File: src/rtl/lnig_pkg.sv
// Shared constants, types and helper function of the lattice neighbour index generator.
package lnig_pkg;

    localparam int LEN_W       = 17;
    localparam int KB_W        = 5;
    localparam int AXIS_W      = 2;
    localparam int DIV_STEPS   = 4;
    localparam int LEN_REGS    = 4;
    localparam int PADDR_W     = 5;
    localparam int PDATA_W     = 32;
    localparam int QUEUE_DEPTH = 2;

    localparam logic [2:0] REG_DIM_COUNT = 3'd0;
    localparam logic [2:0] REG_LENGTH_A  = 3'd1;
    localparam logic [2:0] REG_LENGTH_B  = 3'd2;
    localparam logic [2:0] REG_LENGTH_C  = 3'd3;
    localparam logic [2:0] REG_LENGTH_D  = 3'd4;
    localparam logic [2:0] REG_EDGE_MODE = 3'd5;

    localparam logic [2:0]       DIM_COUNT_RST = 3'd2;
    localparam logic [LEN_W-1:0] LENGTH_A_RST  = 17'd16;
    localparam logic [LEN_W-1:0] LENGTH_B_RST  = 17'd16;
    localparam logic [LEN_W-1:0] LENGTH_C_RST  = 17'd1;
    localparam logic [LEN_W-1:0] LENGTH_D_RST  = 17'd1;
    localparam logic             EDGE_MODE_RST = 1'b0;

    typedef struct packed {
        logic busy;
        logic bad_all;
        logic edge_mode;
    } t_cfg_ctl;

    // Smallest k with 2**k >= len: number of coordinate bits of this extent.
    function automatic logic [KB_W-1:0] len_bits(input logic [LEN_W-1:0] len);
        logic [KB_W-1:0] k;
        k = '0;
        for (int i = 0; i < LEN_W; i++) begin
            if (len > (LEN_W'(1) << i)) begin
                k = KB_W'(i + 1);
            end
        end
        return k;
    endfunction

endpackage

File: src/rtl/lnig_if.sv
// Valid/ready channel interfaces for site items and neighbour items.
interface lnig_site_if #(parameter int SITE_BITS = 16) ();
    logic                 valid;
    logic                 ready;
    logic [SITE_BITS-1:0] site;

    modport source (output valid, output site, input ready);
    modport sink   (input valid, input site, output ready);
endinterface

interface lnig_nb_if #(parameter int SITE_BITS = 16) ();
    logic               valid;
    logic               ready;
    logic [SITE_BITS:0] neighbour;
    logic [1:0]         axis;
    logic               backward;
    logic               ghost;
    logic               bad_site;
    logic               last;

    modport source (output valid, output neighbour, output axis, output backward,
                    output ghost, output bad_site, output last, input ready);
    modport sink   (input valid, input neighbour, input axis, input backward,
                    input ghost, input bad_site, input last, output ready);
endinterface

File: src/rtl/lattice_neighbour_index_gen_top.sv
// Top level of the lattice neighbour index generator.
//
//   channel   dir  handshake          payload
//   i_site    in   valid/ready        site
//   o_nb      out  valid/ready        neighbour, axis, backward, ghost, bad_site, last
//   apb       in   psel/penable/pready dim_count, length_a..d, edge_mode
//
// A good site gives 2*dims items, one a cycle while o_nb is not stalled; a bad site gives one item.
// The front end resolves four coordinate bits a cycle, dimension by dimension, ahead
// of a two-entry queue. After reset and after each register write the stride
// sequencer steps through its multiply and accumulate states per dimension,
// stopping early on overflow or a zero length, and holds i_site.ready low meanwhile.
// A stalled o_nb holds the output register and the back end waits behind it.
module lattice_neighbour_index_gen_top import lnig_pkg::*; #(
    parameter int MAX_DIMS  = 4,
    parameter int SITE_BITS = 16
) (
    input  logic                 i_clk,
    input  logic                 i_rst_n,
    lnig_site_if.sink            i_site,
    lnig_nb_if.source            o_nb,
    input  logic                 psel,
    input  logic                 penable,
    input  logic                 pwrite,
    input  logic [PADDR_W-1:0]   paddr,
    input  logic [PDATA_W-1:0]   pwdata,
    output logic [PDATA_W-1:0]   prdata,
    output logic                 pready
);

    localparam int NDIM = (MAX_DIMS < LEN_REGS) ? MAX_DIMS : LEN_REGS;
    localparam int NB   = SITE_BITS + 1;
    localparam int DW   = (NDIM > 1) ? $clog2(NDIM) : 1;
    localparam int EW   = SITE_BITS + 1 + 2 * NDIM + NDIM * NB;

    t_cfg_ctl                    ctl;
    logic [DW-1:0]               dims_m1;
    logic [NB-1:0]               total;
    logic [NDIM-1:0][NB-1:0]     stride;
    logic [NDIM-1:0][NB-1:0]     span;
    logic [NDIM-1:0][NB-1:0]     sstart;
    logic [NDIM-1:0][KB_W-1:0]   kbits;
    logic [NDIM-1:0][LEN_W-1:0]  lenm1;

    logic                        f_push;
    logic [SITE_BITS-1:0]        f_site;
    logic                        f_bad;
    logic [NDIM-1:0]             f_fedge;
    logic [NDIM-1:0]             f_bedge;
    logic [NDIM-1:0][NB-1:0]     f_wrapf;

    logic                        q_full;
    logic                        q_valid;
    logic                        q_pop;
    logic [EW-1:0]               q_din;
    logic [EW-1:0]               q_dout;

    logic [SITE_BITS-1:0]        b_site;
    logic                        b_bad;
    logic [NDIM-1:0]             b_fedge;
    logic [NDIM-1:0]             b_bedge;
    logic [NDIM-1:0][NB-1:0]     b_wrapf;

    lnig_cfg #(.NDIM(NDIM), .SITE_BITS(SITE_BITS)) u_cfg (
        .i_clk     (i_clk),
        .i_rst_n   (i_rst_n),
        .psel      (psel),
        .penable   (penable),
        .pwrite    (pwrite),
        .paddr     (paddr),
        .pwdata    (pwdata),
        .prdata    (prdata),
        .pready    (pready),
        .o_ctl     (ctl),
        .o_dims_m1 (dims_m1),
        .o_total   (total),
        .o_stride  (stride),
        .o_span    (span),
        .o_sstart  (sstart),
        .o_kbits   (kbits),
        .o_lenm1   (lenm1)
    );

    lnig_front #(.NDIM(NDIM), .SITE_BITS(SITE_BITS)) u_front (
        .i_clk     (i_clk),
        .i_rst_n   (i_rst_n),
        .i_valid   (i_site.valid),
        .o_ready   (i_site.ready),
        .i_site    (i_site.site),
        .i_ctl     (ctl),
        .i_dims_m1 (dims_m1),
        .i_total   (total),
        .i_sstart  (sstart),
        .i_kbits   (kbits),
        .i_lenm1   (lenm1),
        .i_full    (q_full),
        .o_push    (f_push),
        .o_site    (f_site),
        .o_bad     (f_bad),
        .o_fedge   (f_fedge),
        .o_bedge   (f_bedge),
        .o_wrapf   (f_wrapf)
    );

    assign q_din = {f_site, f_bad, f_fedge, f_bedge, f_wrapf};

    lnig_queue #(.WIDTH(EW), .DEPTH(QUEUE_DEPTH)) u_queue (
        .i_clk   (i_clk),
        .i_rst_n (i_rst_n),
        .i_push  (f_push),
        .i_data  (q_din),
        .o_full  (q_full),
        .i_pop   (q_pop),
        .o_valid (q_valid),
        .o_data  (q_dout)
    );

    assign {b_site, b_bad, b_fedge, b_bedge, b_wrapf} = q_dout;

    lnig_back #(.NDIM(NDIM), .SITE_BITS(SITE_BITS)) u_back (
        .i_clk       (i_clk),
        .i_rst_n     (i_rst_n),
        .i_valid     (q_valid),
        .o_pop       (q_pop),
        .i_site      (b_site),
        .i_bad       (b_bad),
        .i_fedge     (b_fedge),
        .i_bedge     (b_bedge),
        .i_wrapf     (b_wrapf),
        .i_ctl       (ctl),
        .i_dims_m1   (dims_m1),
        .i_total     (total),
        .i_stride    (stride),
        .i_span      (span),
        .o_valid     (o_nb.valid),
        .i_ready     (o_nb.ready),
        .o_neighbour (o_nb.neighbour),
        .o_axis      (o_nb.axis),
        .o_backward  (o_nb.backward),
        .o_ghost     (o_nb.ghost),
        .o_bad_site  (o_nb.bad_site),
        .o_last      (o_nb.last)
    );

endmodule

File: src/rtl/lnig_cfg.sv
// Register file with APB access and the sequencer that derives strides and totals.
module lnig_cfg import lnig_pkg::*; #(
    parameter int NDIM      = 4,
    parameter int SITE_BITS = 16,
    localparam int NB       = SITE_BITS + 1,
    localparam int DW       = (NDIM > 1) ? $clog2(NDIM) : 1
) (
    input  logic                          i_clk,
    input  logic                          i_rst_n,
    input  logic                          psel,
    input  logic                          penable,
    input  logic                          pwrite,
    input  logic [PADDR_W-1:0]            paddr,
    input  logic [PDATA_W-1:0]            pwdata,
    output logic [PDATA_W-1:0]            prdata,
    output logic                          pready,
    output t_cfg_ctl                      o_ctl,
    output logic [DW-1:0]                 o_dims_m1,
    output logic [NB-1:0]                 o_total,
    output logic [NDIM-1:0][NB-1:0]       o_stride,
    output logic [NDIM-1:0][NB-1:0]       o_span,
    output logic [NDIM-1:0][NB-1:0]       o_sstart,
    output logic [NDIM-1:0][KB_W-1:0]     o_kbits,
    output logic [NDIM-1:0][LEN_W-1:0]    o_lenm1
);

    localparam int             PW    = NB + LEN_W;
    localparam logic [PW-1:0]  LIMIT = PW'(1) << SITE_BITS;

    typedef enum logic [2:0] {
        CS_IDLE = 3'b001,
        CS_MUL  = 3'b010,
        CS_ACC  = 3'b100
    } t_cfg_state;

    logic [2:0]       r_dim_count;
    logic [LEN_W-1:0] r_len_a, r_len_b, r_len_c, r_len_d;
    logic             r_edge_mode;

    t_cfg_state               r_st;
    logic [DW-1:0]            r_idx;
    logic [NB-1:0]            r_tot;
    logic [PW-1:0]            r_prod;
    logic                     r_bad_all;
    logic [NB-1:0]            r_total;
    logic [NDIM-1:0][NB-1:0]  r_stride;
    logic [NDIM-1:0][NB-1:0]  r_span;
    logic [NDIM-1:0][NB-1:0]  r_sstart;
    logic [NDIM-1:0][KB_W-1:0] r_kbits;
    logic [NDIM-1:0][LEN_W-1:0] r_lenm1;

    logic                              wr_en;
    logic [2:0]                        wr_idx;
    logic [LEN_REGS-1:0][LEN_W-1:0]    len_vec;
    logic [LEN_W-1:0]                  c_len;
    logic [KB_W-1:0]                   c_kbits;
    logic                              c_big;
    logic [DW-1:0]                     dims_m1;

    assign wr_en   = psel & penable & pwrite;
    assign wr_idx  = paddr[PADDR_W-1:2];
    assign pready  = 1'b1;
    assign len_vec = {r_len_d, r_len_c, r_len_b, r_len_a};
    assign c_len   = len_vec[r_idx];
    assign c_kbits = len_bits(c_len);
    assign c_big   = (r_prod > LIMIT) || (r_prod == '0);

    always_comb begin
        if (r_dim_count == '0) begin
            dims_m1 = '0;
        end else if (int'(r_dim_count) > NDIM) begin
            dims_m1 = DW'(NDIM - 1);
        end else begin
            dims_m1 = DW'(r_dim_count - 3'd1);
        end
    end

    always_comb begin
        unique case (wr_idx)
            REG_DIM_COUNT: prdata = PDATA_W'(r_dim_count);
            REG_LENGTH_A:  prdata = PDATA_W'(r_len_a);
            REG_LENGTH_B:  prdata = PDATA_W'(r_len_b);
            REG_LENGTH_C:  prdata = PDATA_W'(r_len_c);
            REG_LENGTH_D:  prdata = PDATA_W'(r_len_d);
            REG_EDGE_MODE: prdata = PDATA_W'(r_edge_mode);
            default:       prdata = '0;
        endcase
    end

    always_ff @(posedge i_clk) begin
        if (!i_rst_n) begin
            r_dim_count <= DIM_COUNT_RST;
            r_len_a     <= LENGTH_A_RST;
            r_len_b     <= LENGTH_B_RST;
            r_len_c     <= LENGTH_C_RST;
            r_len_d     <= LENGTH_D_RST;
            r_edge_mode <= EDGE_MODE_RST;
        end else if (wr_en) begin
            unique case (wr_idx)
                REG_DIM_COUNT: r_dim_count <= pwdata[2:0];
                REG_LENGTH_A:  r_len_a     <= pwdata[LEN_W-1:0];
                REG_LENGTH_B:  r_len_b     <= pwdata[LEN_W-1:0];
                REG_LENGTH_C:  r_len_c     <= pwdata[LEN_W-1:0];
                REG_LENGTH_D:  r_len_d     <= pwdata[LEN_W-1:0];
                REG_EDGE_MODE: r_edge_mode <= pwdata[0];
                default: ;
            endcase
        end
    end

    // Recompute derived values after reset and after every write.
    always_ff @(posedge i_clk) begin
        if (!i_rst_n) begin
            r_st      <= CS_MUL;
            r_idx     <= '0;
            r_tot     <= NB'(1);
            r_bad_all <= 1'b0;
        end else if (wr_en) begin
            r_st      <= CS_MUL;
            r_idx     <= '0;
            r_tot     <= NB'(1);
            r_bad_all <= 1'b0;
        end else begin
            unique case (r_st)
                CS_IDLE: ;
                CS_MUL: begin
                    r_prod <= PW'(r_tot) * PW'(c_len);
                    r_st   <= CS_ACC;
                end
                CS_ACC: begin
                    r_stride[r_idx] <= r_tot;
                    r_span[r_idx]   <= NB'(r_prod - PW'(r_tot));
                    r_kbits[r_idx]  <= c_kbits;
                    r_sstart[r_idx] <= (c_kbits == '0) ? '0
                                     : NB'(PW'(r_tot) << (c_kbits - KB_W'(1)));
                    r_lenm1[r_idx]  <= c_len - LEN_W'(1);
                    r_total         <= NB'(r_prod);
                    r_tot           <= NB'(r_prod);
                    if (c_big || r_idx == dims_m1) begin
                        r_bad_all <= c_big;
                        r_st      <= CS_IDLE;
                    end else begin
                        r_idx <= r_idx + DW'(1);
                        r_st  <= CS_MUL;
                    end
                end
                default: r_st <= CS_IDLE;
            endcase
        end
    end

    assign o_ctl.busy      = (r_st != CS_IDLE) || wr_en;
    assign o_ctl.bad_all   = r_bad_all;
    assign o_ctl.edge_mode = r_edge_mode;
    assign o_dims_m1       = dims_m1;
    assign o_total         = r_total;
    assign o_stride        = r_stride;
    assign o_span          = r_span;
    assign o_sstart        = r_sstart;
    assign o_kbits         = r_kbits;
    assign o_lenm1         = r_lenm1;

endmodule

File: src/rtl/lnig_front.sv
// Front end: accepts sites, flags bad ones and splits good ones into coordinates.
module lnig_front import lnig_pkg::*; #(
    parameter int NDIM      = 4,
    parameter int SITE_BITS = 16,
    localparam int NB       = SITE_BITS + 1,
    localparam int DW       = (NDIM > 1) ? $clog2(NDIM) : 1
) (
    input  logic                        i_clk,
    input  logic                        i_rst_n,
    input  logic                        i_valid,
    output logic                        o_ready,
    input  logic [SITE_BITS-1:0]        i_site,
    input  t_cfg_ctl                    i_ctl,
    input  logic [DW-1:0]               i_dims_m1,
    input  logic [NB-1:0]               i_total,
    input  logic [NDIM-1:0][NB-1:0]     i_sstart,
    input  logic [NDIM-1:0][KB_W-1:0]   i_kbits,
    input  logic [NDIM-1:0][LEN_W-1:0]  i_lenm1,
    input  logic                        i_full,
    output logic                        o_push,
    output logic [SITE_BITS-1:0]        o_site,
    output logic                        o_bad,
    output logic [NDIM-1:0]             o_fedge,
    output logic [NDIM-1:0]             o_bedge,
    output logic [NDIM-1:0][NB-1:0]     o_wrapf
);

    typedef enum logic [2:0] {
        FS_IDLE = 3'b001,
        FS_DIV  = 3'b010,
        FS_PUSH = 3'b100
    } t_front_state;

    t_front_state             r_st;
    logic [SITE_BITS-1:0]     r_site;
    logic                     r_bad;
    logic [DW-1:0]            r_dim;
    logic [KB_W-1:0]          r_bits;
    logic [SITE_BITS-1:0]     r_rem;
    logic [SITE_BITS-1:0]     r_rin;
    logic [NB-1:0]            r_ss;
    logic [LEN_W-1:0]         r_q;
    logic [NDIM-1:0]          r_fedge;
    logic [NDIM-1:0]          r_bedge;
    logic [NDIM-1:0][NB-1:0]  r_wrapf;

    logic                     acc;
    logic                     c_bad;
    logic                     dim_last;
    logic [DW-1:0]            c_nd;
    logic [SITE_BITS-1:0]     c_rem;
    logic [NB-1:0]            c_ss;
    logic [LEN_W-1:0]         c_q;

    assign o_push   = (r_st == FS_PUSH) && !i_full;
    assign o_ready  = !i_ctl.busy && ((r_st == FS_IDLE) || o_push);
    assign acc      = i_valid && o_ready;
    assign c_bad    = i_ctl.bad_all || (NB'(i_site) >= i_total);
    assign dim_last = r_bits <= KB_W'(DIV_STEPS);
    assign c_nd     = acc ? i_dims_m1 : r_dim - DW'(1);

    // Restoring division, several quotient bits a cycle.
    always_comb begin
        c_rem = r_rem;
        c_ss  = r_ss;
        c_q   = r_q;
        for (int j = 0; j < DIV_STEPS; j++) begin
            if (KB_W'(j) < r_bits) begin
                if (NB'(c_rem) >= c_ss) begin
                    c_rem = c_rem - SITE_BITS'(c_ss);
                    c_q   = {c_q[LEN_W-2:0], 1'b1};
                end else begin
                    c_q   = {c_q[LEN_W-2:0], 1'b0};
                end
                c_ss = c_ss >> 1;
            end
        end
    end

    always_ff @(posedge i_clk) begin
        if (!i_rst_n) begin
            r_st <= FS_IDLE;
        end else if (acc) begin
            r_site <= i_site;
            r_bad  <= c_bad;
            r_st   <= c_bad ? FS_PUSH : FS_DIV;
            r_dim  <= i_dims_m1;
            r_bits <= i_kbits[c_nd];
            r_ss   <= i_sstart[c_nd];
            r_rem  <= i_site;
            r_rin  <= i_site;
            r_q    <= '0;
        end else if (o_push) begin
            r_st <= FS_IDLE;
        end else if (r_st == FS_DIV) begin
            if (dim_last) begin
                r_fedge[r_dim] <= (c_q == i_lenm1[r_dim]);
                r_bedge[r_dim] <= (c_q == '0);
                r_wrapf[r_dim] <= NB'(r_site) - NB'(r_rin) + NB'(c_rem);
                r_rem          <= c_rem;
                r_rin          <= c_rem;
                r_q            <= '0;
                if (r_dim == '0) begin
                    r_st <= FS_PUSH;
                end else begin
                    r_dim  <= r_dim - DW'(1);
                    r_bits <= i_kbits[c_nd];
                    r_ss   <= i_sstart[c_nd];
                end
            end else begin
                r_rem  <= c_rem;
                r_ss   <= c_ss;
                r_q    <= c_q;
                r_bits <= r_bits - KB_W'(DIV_STEPS);
            end
        end
    end

    assign o_site  = r_site;
    assign o_bad   = r_bad;
    assign o_fedge = r_fedge;
    assign o_bedge = r_bedge;
    assign o_wrapf = r_wrapf;

endmodule

File: src/rtl/lnig_queue.sv
// Small register queue between the front end and the back end.
module lnig_queue #(
    parameter int WIDTH = 8,
    parameter int DEPTH = 2,
    localparam int AW   = (DEPTH > 1) ? $clog2(DEPTH) : 1,
    localparam int CW   = $clog2(DEPTH + 1)
) (
    input  logic             i_clk,
    input  logic             i_rst_n,
    input  logic             i_push,
    input  logic [WIDTH-1:0] i_data,
    output logic             o_full,
    input  logic             i_pop,
    output logic             o_valid,
    output logic [WIDTH-1:0] o_data
);

    logic [WIDTH-1:0] r_mem [DEPTH];
    logic [AW-1:0]    r_wp;
    logic [AW-1:0]    r_rp;
    logic [CW-1:0]    r_cnt;

    assign o_full  = (r_cnt == CW'(DEPTH));
    assign o_valid = (r_cnt != '0);
    assign o_data  = r_mem[r_rp];

    always_ff @(posedge i_clk) begin
        if (i_push) begin
            r_mem[r_wp] <= i_data;
        end
    end

    always_ff @(posedge i_clk) begin
        if (!i_rst_n) begin
            r_wp  <= '0;
            r_rp  <= '0;
            r_cnt <= '0;
        end else begin
            if (i_push) begin
                r_wp <= (r_wp == AW'(DEPTH - 1)) ? '0 : r_wp + AW'(1);
            end
            if (i_pop) begin
                r_rp <= (r_rp == AW'(DEPTH - 1)) ? '0 : r_rp + AW'(1);
            end
            if (i_push && !i_pop) begin
                r_cnt <= r_cnt + CW'(1);
            end else if (i_pop && !i_push) begin
                r_cnt <= r_cnt - CW'(1);
            end
        end
    end

endmodule

File: src/rtl/lnig_back.sv
// Back end: walks a queued site's dimensions, one neighbour item a cycle unless stalled.
module lnig_back import lnig_pkg::*; #(
    parameter int NDIM      = 4,
    parameter int SITE_BITS = 16,
    localparam int NB       = SITE_BITS + 1,
    localparam int DW       = (NDIM > 1) ? $clog2(NDIM) : 1
) (
    input  logic                        i_clk,
    input  logic                        i_rst_n,
    input  logic                        i_valid,
    output logic                        o_pop,
    input  logic [SITE_BITS-1:0]        i_site,
    input  logic                        i_bad,
    input  logic [NDIM-1:0]             i_fedge,
    input  logic [NDIM-1:0]             i_bedge,
    input  logic [NDIM-1:0][NB-1:0]     i_wrapf,
    input  t_cfg_ctl                    i_ctl,
    input  logic [DW-1:0]               i_dims_m1,
    input  logic [NB-1:0]               i_total,
    input  logic [NDIM-1:0][NB-1:0]     i_stride,
    input  logic [NDIM-1:0][NB-1:0]     i_span,
    output logic                        o_valid,
    input  logic                        i_ready,
    output logic [NB-1:0]               o_neighbour,
    output logic [AXIS_W-1:0]           o_axis,
    output logic                        o_backward,
    output logic                        o_ghost,
    output logic                        o_bad_site,
    output logic                        o_last
);

    logic                     r_cur_v;
    logic [SITE_BITS-1:0]     r_site;
    logic                     r_bad;
    logic [NDIM-1:0]          r_fedge;
    logic [NDIM-1:0]          r_bedge;
    logic [NDIM-1:0][NB-1:0]  r_wrapf;
    logic [DW-1:0]            r_dim;
    logic                     r_dir;

    logic                     r_ov;
    logic [NB-1:0]            r_nb;
    logic [AXIS_W-1:0]        r_axis;
    logic                     r_bwd;
    logic                     r_ghost;
    logic                     r_bad_o;
    logic                     r_last;

    logic                     adv;
    logic                     fin;
    logic                     c_last;
    logic                     c_edge;
    logic [NB-1:0]            c_nb;
    logic                     c_ghost;
    logic [NB-1:0]            c_str;
    logic [NB-1:0]            c_site;

    assign adv    = r_cur_v && (!r_ov || i_ready);
    assign c_last = r_bad || ((r_dim == i_dims_m1) && r_dir);
    assign fin    = adv && c_last;
    assign o_pop  = i_valid && (!r_cur_v || fin);
    assign c_edge = r_dir ? r_bedge[r_dim] : r_fedge[r_dim];
    assign c_str  = i_stride[r_dim];
    assign c_site = NB'(r_site);

    always_comb begin
        c_ghost = 1'b0;
        if (r_bad) begin
            c_nb = '0;
        end else if (c_edge && i_ctl.edge_mode) begin
            c_nb    = i_total;
            c_ghost = 1'b1;
        end else if (c_edge) begin
            c_nb = r_dir ? c_site + i_span[r_dim] : r_wrapf[r_dim];
        end else begin
            c_nb = r_dir ? c_site - c_str : c_site + c_str;
        end
    end

    always_ff @(posedge i_clk) begin
        if (!i_rst_n) begin
            r_cur_v <= 1'b0;
        end else if (o_pop) begin
            r_cur_v <= 1'b1;
            r_site  <= i_site;
            r_bad   <= i_bad;
            r_fedge <= i_fedge;
            r_bedge <= i_bedge;
            r_wrapf <= i_wrapf;
            r_dim   <= '0;
            r_dir   <= 1'b0;
        end else if (fin) begin
            r_cur_v <= 1'b0;
        end else if (adv) begin
            if (r_dir) begin
                r_dim <= r_dim + DW'(1);
                r_dir <= 1'b0;
            end else begin
                r_dir <= 1'b1;
            end
        end
    end

    always_ff @(posedge i_clk) begin
        if (!i_rst_n) begin
            r_ov <= 1'b0;
        end else if (adv) begin
            r_ov    <= 1'b1;
            r_nb    <= c_nb;
            r_axis  <= r_bad ? '0 : AXIS_W'(r_dim);
            r_bwd   <= r_dir && !r_bad;
            r_ghost <= c_ghost;
            r_bad_o <= r_bad;
            r_last  <= c_last;
        end else if (i_ready) begin
            r_ov <= 1'b0;
        end
    end

    assign o_valid     = r_ov;
    assign o_neighbour = r_nb;
    assign o_axis      = r_axis;
    assign o_backward  = r_bwd;
    assign o_ghost     = r_ghost;
    assign o_bad_site  = r_bad_o;
    assign o_last      = r_last;

endmodule

File: src/flat_wrapper.sv
// flat-port wrapper written by rule: the top's interface ports become plain ports
module lattice_neighbour_index_gen_top_flat import lnig_pkg::*;
#(
    parameter int MAX_DIMS  = 4,
    parameter int SITE_BITS = 16
)
  (i_clk, i_rst_n, psel, penable, pwrite, paddr, pwdata, prdata, pready, i_site_valid, i_site_site, i_site_ready, o_nb_valid, o_nb_neighbour, o_nb_axis, o_nb_backward, o_nb_ghost, o_nb_bad_site, o_nb_last, o_nb_ready);
  lnig_site_if #(.SITE_BITS(SITE_BITS)) i_site_i ();
  lnig_nb_if #(.SITE_BITS(SITE_BITS)) o_nb_i ();
  input  logic i_clk;
  input  logic i_rst_n;
  input  logic psel;
  input  logic penable;
  input  logic pwrite;
  input  logic [PADDR_W-1:0] paddr;
  input  logic [PDATA_W-1:0] pwdata;
  output logic [PDATA_W-1:0] prdata;
  output logic pready;
  input wire logic [$bits(i_site_i.valid)-1:0] i_site_valid;
  input wire logic [$bits(i_site_i.site)-1:0] i_site_site;
  output wire logic [$bits(i_site_i.ready)-1:0] i_site_ready;
  output wire logic [$bits(o_nb_i.valid)-1:0] o_nb_valid;
  output wire logic [$bits(o_nb_i.neighbour)-1:0] o_nb_neighbour;
  output wire logic [$bits(o_nb_i.axis)-1:0] o_nb_axis;
  output wire logic [$bits(o_nb_i.backward)-1:0] o_nb_backward;
  output wire logic [$bits(o_nb_i.ghost)-1:0] o_nb_ghost;
  output wire logic [$bits(o_nb_i.bad_site)-1:0] o_nb_bad_site;
  output wire logic [$bits(o_nb_i.last)-1:0] o_nb_last;
  input wire logic [$bits(o_nb_i.ready)-1:0] o_nb_ready;
  assign i_site_i.valid = i_site_valid;
  assign i_site_i.site = i_site_site;
  assign i_site_ready = i_site_i.ready;
  assign o_nb_valid = o_nb_i.valid;
  assign o_nb_neighbour = o_nb_i.neighbour;
  assign o_nb_axis = o_nb_i.axis;
  assign o_nb_backward = o_nb_i.backward;
  assign o_nb_ghost = o_nb_i.ghost;
  assign o_nb_bad_site = o_nb_i.bad_site;
  assign o_nb_last = o_nb_i.last;
  assign o_nb_i.ready = o_nb_ready;
  lattice_neighbour_index_gen_top #(.MAX_DIMS(MAX_DIMS), .SITE_BITS(SITE_BITS)) u_core (.i_clk(i_clk), .i_rst_n(i_rst_n), .i_site(i_site_i), .o_nb(o_nb_i), .psel(psel), .penable(penable), .pwrite(pwrite), .paddr(paddr), .pwdata(pwdata), .prdata(prdata), .pready(pready));
endmodule
File: config.mk
export PLATFORM = sky130hd
export DESIGN_NAME = lattice_neighbour_index_gen_top_flat
export DESIGN_NICKNAME = d
export VERILOG_FILES = /design/src/rtl/lnig_pkg.sv /design/src/rtl/lnig_if.sv /design/src/rtl/lattice_neighbour_index_gen_top.sv /design/src/rtl/lnig_cfg.sv /design/src/rtl/lnig_front.sv /design/src/rtl/lnig_queue.sv /design/src/rtl/lnig_back.sv /design/src/flat_wrapper.sv
export SDC_FILE = /design/constraint.sdc
export NUM_CORES = 2
export LEC_CHECK = 0
export ABC_AREA = 1
export CORE_ASPECT_RATIO = 0.7
export CORE_MARGIN = 4
export CORE_UTILIZATION = 45
export DETAILED_ROUTE_END_ITERATION = 8
export DONT_BUFFER_PORTS = 1
export GPL_ROUTABILITY_DRIVEN = 1
export GPL_TIMING_DRIVEN = 0
export SYNTH_ARGS = -nofsm -noshare
export SYNTH_HDL_FRONTEND = slang
export SYNTH_HIERARCHICAL = 1
export SYNTH_SLANG_ARGS = --single-unit
File: constraint.sdc
create_clock -name i_clk -period 10 [get_ports i_clk]
set_input_delay 2 -clock i_clk [delete_from_list [all_inputs] [get_ports i_clk]]
set_output_delay 2 -clock i_clk [all_outputs]
set_load 0.005 [all_outputs]
## Yosys cells after proc, flatten, opt, wreduce, memory -nomap -nowiden

Memory sizes are Yosys's and may differ from the RTL's. A register that Yosys moved wholly into a read port is not among the register bits.
Index checks and enable logic that the tools add are counted.

- Shift operators: 1
- Order comparisons: 35
- Multipliers: 1
- Mux-type cells: 131
- Bitwise gates (word level): 7
- Reductions and logical operators: 67
- $add $sub $neg: 21
- Divide/modulo/power cells: 0
- Equality and inequality tests: 20

Operator list:

| cell | number |
|---|---|
| $mux 17 | 29 |
| $bwmux 68 | 5 |
| $mux 16 | 15 |
| $bmux 17 s2 | 6 |
| $mux 5 | 23 |
| $pmux 17 s6 | 1 |
| $ge 16x17->1 | 5 |
| $demux 17 s2 | 2 |
| $sub 16x16->16 | 4 |
| $add 16x17->17 | 2 |
| $gt 34x17->1 const B | 1 |
| $logic_not 34->1 | 1 |
| $mul 17x17->34 | 1 |
| $mux 2 | 14 |
| $reduce_and 2->1 | 11 |
| $mux 1 | 21 |
| $bwmux 20 | 1 |
| $mux 3 | 6 |
| $add 17x16->17 | 1 |
| $eq 17x17->1 | 1 |
| $gt 17x1->1 const B | 1 |
| $gt 17x10->1 const B | 1 |
| $gt 17x11->1 const B | 1 |
| $gt 17x12->1 const B | 1 |
| 59 further kinds | 129 |

- Latch bits: 0
- Logic and storage cells: 344
- Memories kept: 1
- RAM bits: 186
- Flip-flop bits (word level): 639
- Bits in read-only memories: 0

Memories:

| name | words | width | read ports | clocked after Yosys merged registers in | write ports | line | text |
|---|---|---|---|---|---|---|---|
| u_core.u_queue.r_mem | 2 | 93 | 1 | 1 | 1 | lnig_queue.sv:18 | `logic [WIDTH-1:0] r_mem [DEPTH];` |

## Depth between registers and ports, before layout

- Depth after elaboration: 24
- Mapped depth: 72
- Gate-level depth less buffers: 68

## Hierarchy

The synthesis kept the hierarchy.

By module, submodules not included:

| module | area each (um^2) | cells each | instances |
|---|---|---|---|
| lnig_cfg | 26310.2 | 2570 | 1 |
| lnig_front | 14696.6 | 1988 | 1 |
| lnig_back | 7983.9 | 983 | 1 |
| lnig_queue | 7219.4 | 324 | 1 |

## Worst setup path after synthesis

No wires, ideal clock.

- Path kind: register to register
- From: reg u_core.u_front.r_rem[3]
- To: reg u_core.u_front.r_wrapf, in the netlist u_core/u_front/o_wrapf[11], data pin
- Cell stages (with the launch flop): 67
- Required time: 9.724 ns
- Arrival time: 8.291 ns
- Path slack: 1.433 ns
- Path buffers: 5
- Setup time: 0.276 ns
- Cell sequence: edfxtp_1 > ha_1 > nand2_1 > inv_1 > nand2_1 > nand2_1 > nand2_1 > nand3_1 > nand3_1 > nand2_2 > nand2_4 > buf_2 > nand2_1 > o21ai_0 > ha_1 > nand2_1 > nor2_1 > nor3b_1 > [... 31 more ...] > nand2_1 > nand2_1 > nand2_1 > buf_2 > or2_2 > nand2_1 > fa_1 > inv_1 > ha_1 > nand3_1 > nand2_1 > a21oi_1 > o21ai_0 > a21boi_0 > nor2_1 > a21boi_0 > o21ai_0 > xor2_1

- Word-level cells in the longest chain between the ends: 14
- Elaborated cells on any way between the ends: 18
- Classes of those cells: add/sub: 5; order compare: 4; mux: 9

Ends and longest elaborated chain:

| what | line | text |
|---|---|---|
| start, declared | lnig_front.sv:39 | `logic [SITE_BITS-1:0] r_rem;` |
| start signal, assigned | lnig_front.sv:90 | `r_rem <= i_site;` |
| start signal, assigned | lnig_front.sv:100 | `r_rem <= c_rem;` |
| start signal, assigned | lnig_front.sv:111 | `r_rem <= c_rem;` |
| $sub 16x16->16 / $ge 16x17->1 (equally long branches) | lnig_front.sv:70, lnig_front.sv:69 |  |
| $mux 16 | lnig_front.sv:69 | `if (NB'(c_rem) >= c_ss) begin` |
| $mux 16 (*) | lnig_front.sv:68 | `if (KB_W'(j) < r_bits) begin` |
| $sub 16x16->16 / $ge 16x17->1 (equally long branches) | lnig_front.sv:70, lnig_front.sv:69 |  |
| $mux 16 | lnig_front.sv:69 |  |
| $mux 16 (*) | lnig_front.sv:68 |  |
| $sub 16x16->16 / $ge 16x17->1 (equally long branches) | lnig_front.sv:70, lnig_front.sv:69 |  |
| $mux 16 | lnig_front.sv:69 |  |
| $mux 16 (*) | lnig_front.sv:68 |  |
| $sub 16x16->16 / $ge 16x17->1 (equally long branches) | lnig_front.sv:70, lnig_front.sv:69 |  |
| $mux 16 | lnig_front.sv:69 |  |
| $mux 16 (*) | lnig_front.sv:68 |  |
| $add 17x16->17 (*) | lnig_front.sv:99 | `r_wrapf[r_dim] <= NB'(r_site) - NB'(r_rin) + NB'(c_rem);` |
| $bwmux 68 (*) | lnig_front.sv:99 |  |
| end signal, assigned by index | lnig_front.sv:99 |  |
| end, declared | lnig_front.sv:45 | `logic [NDIM-1:0][NB-1:0] r_wrapf;` |

Mark *: on every way between the ends. The rest lies on a longest branch, timed or not.
A chain may end at the register's enable or synchronous reset.

## Final worst setup path

- From: reg u_core.u_front.r_rem[6]
- To: reg u_core.u_front.r_wrapf, in the netlist u_core/u_front/o_wrapf[30], data pin

Same word-level chain as after synthesis.

==> impl_metrics.env <==
export IMPL_seq_area_um2=26500
export IMPL_finalClockSkew_ps=62.9
export IMPL_syn_area_um2=56200
export IMPL_cpMaxStageDelayCell="edfxtp_1"
export IMPL_met2WireLength_um=72700
export IMPL_clk_pin_slew_ps=60
export IMPL_final_layout_size_suffix_gt1_frac=0.123
export IMPL_critPathMostFrequentCell="nand2_1"
export IMPL_relSlewSlack=0.0231
export IMPL_die_area_um2=131000
export IMPL_via_count=43000
export IMPL_syn2layout_area_growth_pct=13.4
export IMPL_period_share=0.970
export IMPL_placed_cells=7555
export IMPL_hp_class="reg -> reg"
export IMPL_min_period_ps=9700
export IMPL_highest_layer="met5"
export IMPL_seqPwrFrac=0.386
export IMPL_dp_worst_setup_slack_ps=-1660
export IMPL_worstPathRequired_ps=10500
export IMPL_globalRouteOverflowTotal=0
export IMPL_wirelength_um=179000
export IMPL_grt_pass1_wl_um=263000
export IMPL_num_rows=108
export IMPL_grt_pass1_vias=40200
export IMPL_fmax_mhz=103
export IMPL_yosysTopAreaCell="edfxtp_1"
export IMPL_worstPathArrival_ps=10200
export IMPL_max_stage_delay_ps=500
export IMPL_avgSynthCellArea_um2=9.58
export IMPL_ant_nets=0
export IMPL_finish_instance_area_um2=63800
export IMPL_core_um2=124000
export IMPL_grt_max_degree=64
export IMPL_swShare=0.347
export IMPL_synth_area_leaders="edfxtp_1 (43%), fa_1 (8.8%), nand2_1 (8.4%), ha_1 (6.0%), inv_1 (4.7%)"
export IMPL_cts_buffers=92
export IMPL_drt_iter0_markers=5220
export IMPL_synth_edf_count=814
export IMPL_insertion_delay_ps=720
export IMPL_yosysTopAreaCellShare=0.435
export IMPL_synth_cell_type_count=69
export IMPL_gp_congestion=0.964
export IMPL_power_density_nw_per_um2=189
export IMPL_io_buffer_count=0
export IMPL_ys_seq_area_frac=0.472
export IMPL_synth_commonest_cells="nand2_1 (1252), edfxtp_1 (814), inv_1 (697), nor2_1 (565), o21ai_0 (368)"
export IMPL_avgRoutedWirePerCell_um=22.9
export IMPL_clkPwrFrac=0.301
export IMPL_start_util=0.453
export IMPL_status="finished clean"
export IMPL_grt_use_total=0.268
export IMPL_dr_wl_met3_um=19500
export IMPL_routed_via_density=5.52
export IMPL_nFillCells=11300
export IMPL_power_internal_mw=7.88
export IMPL_ir_drop_mv=0.147
export IMPL_crit_path_end_kind="flip-flop"
export IMPL_synth_most_common_cell="nand2_1"
export IMPL_slew_violations=0
export IMPL_ys_ff_latch=919
export IMPL_die_y_um=304
export IMPL_ioPinCount=118
export IMPL_path_class="reg -> reg"
export IMPL_drc_errors=0
export IMPL_clkSinkCount=919
export IMPL_final_core_util=0.514
export IMPL_start_kind="flip-flop"
export IMPL_die_width_um=430
export IMPL_cts_tree="built"
export IMPL_antenna_found_initial=10
export IMPL_dp_hpwl_um=137000
export IMPL_dpl_cell_area_um2=59000
export IMPL_firstDrtPassIters=6
export IMPL_cts_htree_levels=3
export IMPL_worst_pin_slew_ps=1450
export IMPL_wl_met1_um=82700
export IMPL_finalNonFillerCells=7782
export IMPL_yosys_warnings=6
export IMPL_tns_ps=0
export IMPL_power_switching_mw=4.18
export IMPL_clock_tree_buffer_depth=3
export IMPL_p_leak_nw=26.4
export IMPL_finalHoldViolCount=0
export IMPL_cap_violations=0
export IMPL_share_comb_of_total_power=0.312
export IMPL_synthCells=5865
export IMPL_synthFlopType="edfxtp_1"
export IMPL_ctsHoldBuffers=0
export IMPL_finalWorstSetupSlack_ps=301
export IMPL_async_flop_share=0
export IMPL_cts_root_buffer="clkbuf_16"
export IMPL_multi_input_area_um2=26900
export IMPL_setup_violations=0
export IMPL_rsz0062_at_grt="yes"
export IMPL_nets=6621
export IMPL_cp_max_fo=10
worst max-delay path, delay by kind of cell (launching register included):
kind | cells | cell delay [ps]
fa+ha+maj | 6 | 2120
xor+xnor | 1 | 280
flops | 1 | 500
buf+inv | 8 | 1070
simple gates | 28 | 3730
compound gates | 8 | 1730
routing by layer:
layer / GRT usage / vias up
met5: 0 / -
met3: 0.0766 / 206
met2: 0.372 / 1828
met1: 0.414 / 21000
met4: 0.0524 / 4
li1: - / 20000
cell usage in the layout, fill, tap and decap left out, drive strengths merged, types with 186 or more instances in the layout:
master,n
ha,271
a21oi,238
nand2,1290
inv,725
clkbuf,229
buf,186
nor2,582
o21ai,406
nand3,361
fa,247
edfxtp,814
area by class of cell:
| cell class | count | area share |
|---|---|---|
| Antenna cell | 11 | 0.000432 |
| Buffer | 226 | 0.0208 |
| Clock buffer | 119 | 0.0393 |
| Clock inverter | 53 | 0.0109 |
| Inverter | 733 | 0.0434 |
| Multi-Input combinational cell | 4001 | 0.422 |
| Sequential cell | 919 | 0.416 |
| Tap cell | 1650 | 0.0324 |
| Timing Repair Buffer | 70 | 0.0145 |
sequential cells by signal, indices dropped and copies added (netlist names), 20 cells and up, named ones only:
register                cells
u_core/u_cfg/o_span        68
u_core/u_cfg/o_kbits       20
u_core/u_cfg/r_prod        34
u_core/u_cfg/o_sstart      68
u_core/u_front/o_wrapf     68
u_core/u_queue/r_mem      186
u_core/u_cfg/o_stride      68
u_core/u_back/r_wrapf      68
u_core/u_cfg/o_lenm1       68
power groups by stage:
stage	logic, mW	clock network, mW	registers [mW]
after CTS	3.58	3.70	4.66
after global placement	3.44	0	4.77
after detailed placement	3.50	0	4.74
after floorplan	2.33	0	4.71
final	3.77	3.63	4.66
after global routing	4.10	3.88	4.67
stage by stage:
stage          total power [mW]  hold WS [ps]
2_1_floorplan              7.04           421
3_3_place_gp               8.21           422
3_5_place_dp               8.24           430
4_1_cts                    11.9           429
5_1_grt                    12.6           445
6_report                   12.1           431
repair_timing:
item                       CTS  global route
buffers inserted            15            24
resized for setup           96           160
pin swaps                   14            32
setup endpoints to repair   64            60
gates cloned                 0             4
path summary, 6_finish.rpt:
| kind | from | to | slack, ps | depth (start not counted) |
|---|---|---|---|---|
| setup / recovery | u_core/u_front/r_rem[6]$_DFFE_PP_ | u_core/u_front/o_wrapf[30]$_DFFE_PP_ | 300 | 51 |
| hold / removal | u_core/u_front/o_bedge[2]$_DFFE_PP_ | u_core/u_queue/r_mem[0][70]$_DFFE_PP_ | 430 | 0 |
| setup reg to reg | u_core/u_front/r_rem[6]$_DFFE_PP_ | u_core/u_front/o_wrapf[30]$_DFFE_PP_ | 300 | 51 |
| hold reg to reg | u_core/u_front/o_bedge[2]$_DFFE_PP_ | u_core/u_queue/r_mem[0][70]$_DFFE_PP_ | 430 | 0 |
kinds of logic after synthesis:
group,Yosys count,share of synthesized area
and+or+nand+nor,2411,0.181
buffers and inverters,959,0.0709
DFF,919,0.472
AOI/OAI and AO/OA,824,0.0819
adders and majority gates,518,0.148
xor gates and xnor gates,139,0.0219
muxes,93,0.0233
other,2,0.000134
(Power assumes the default switching activity.)
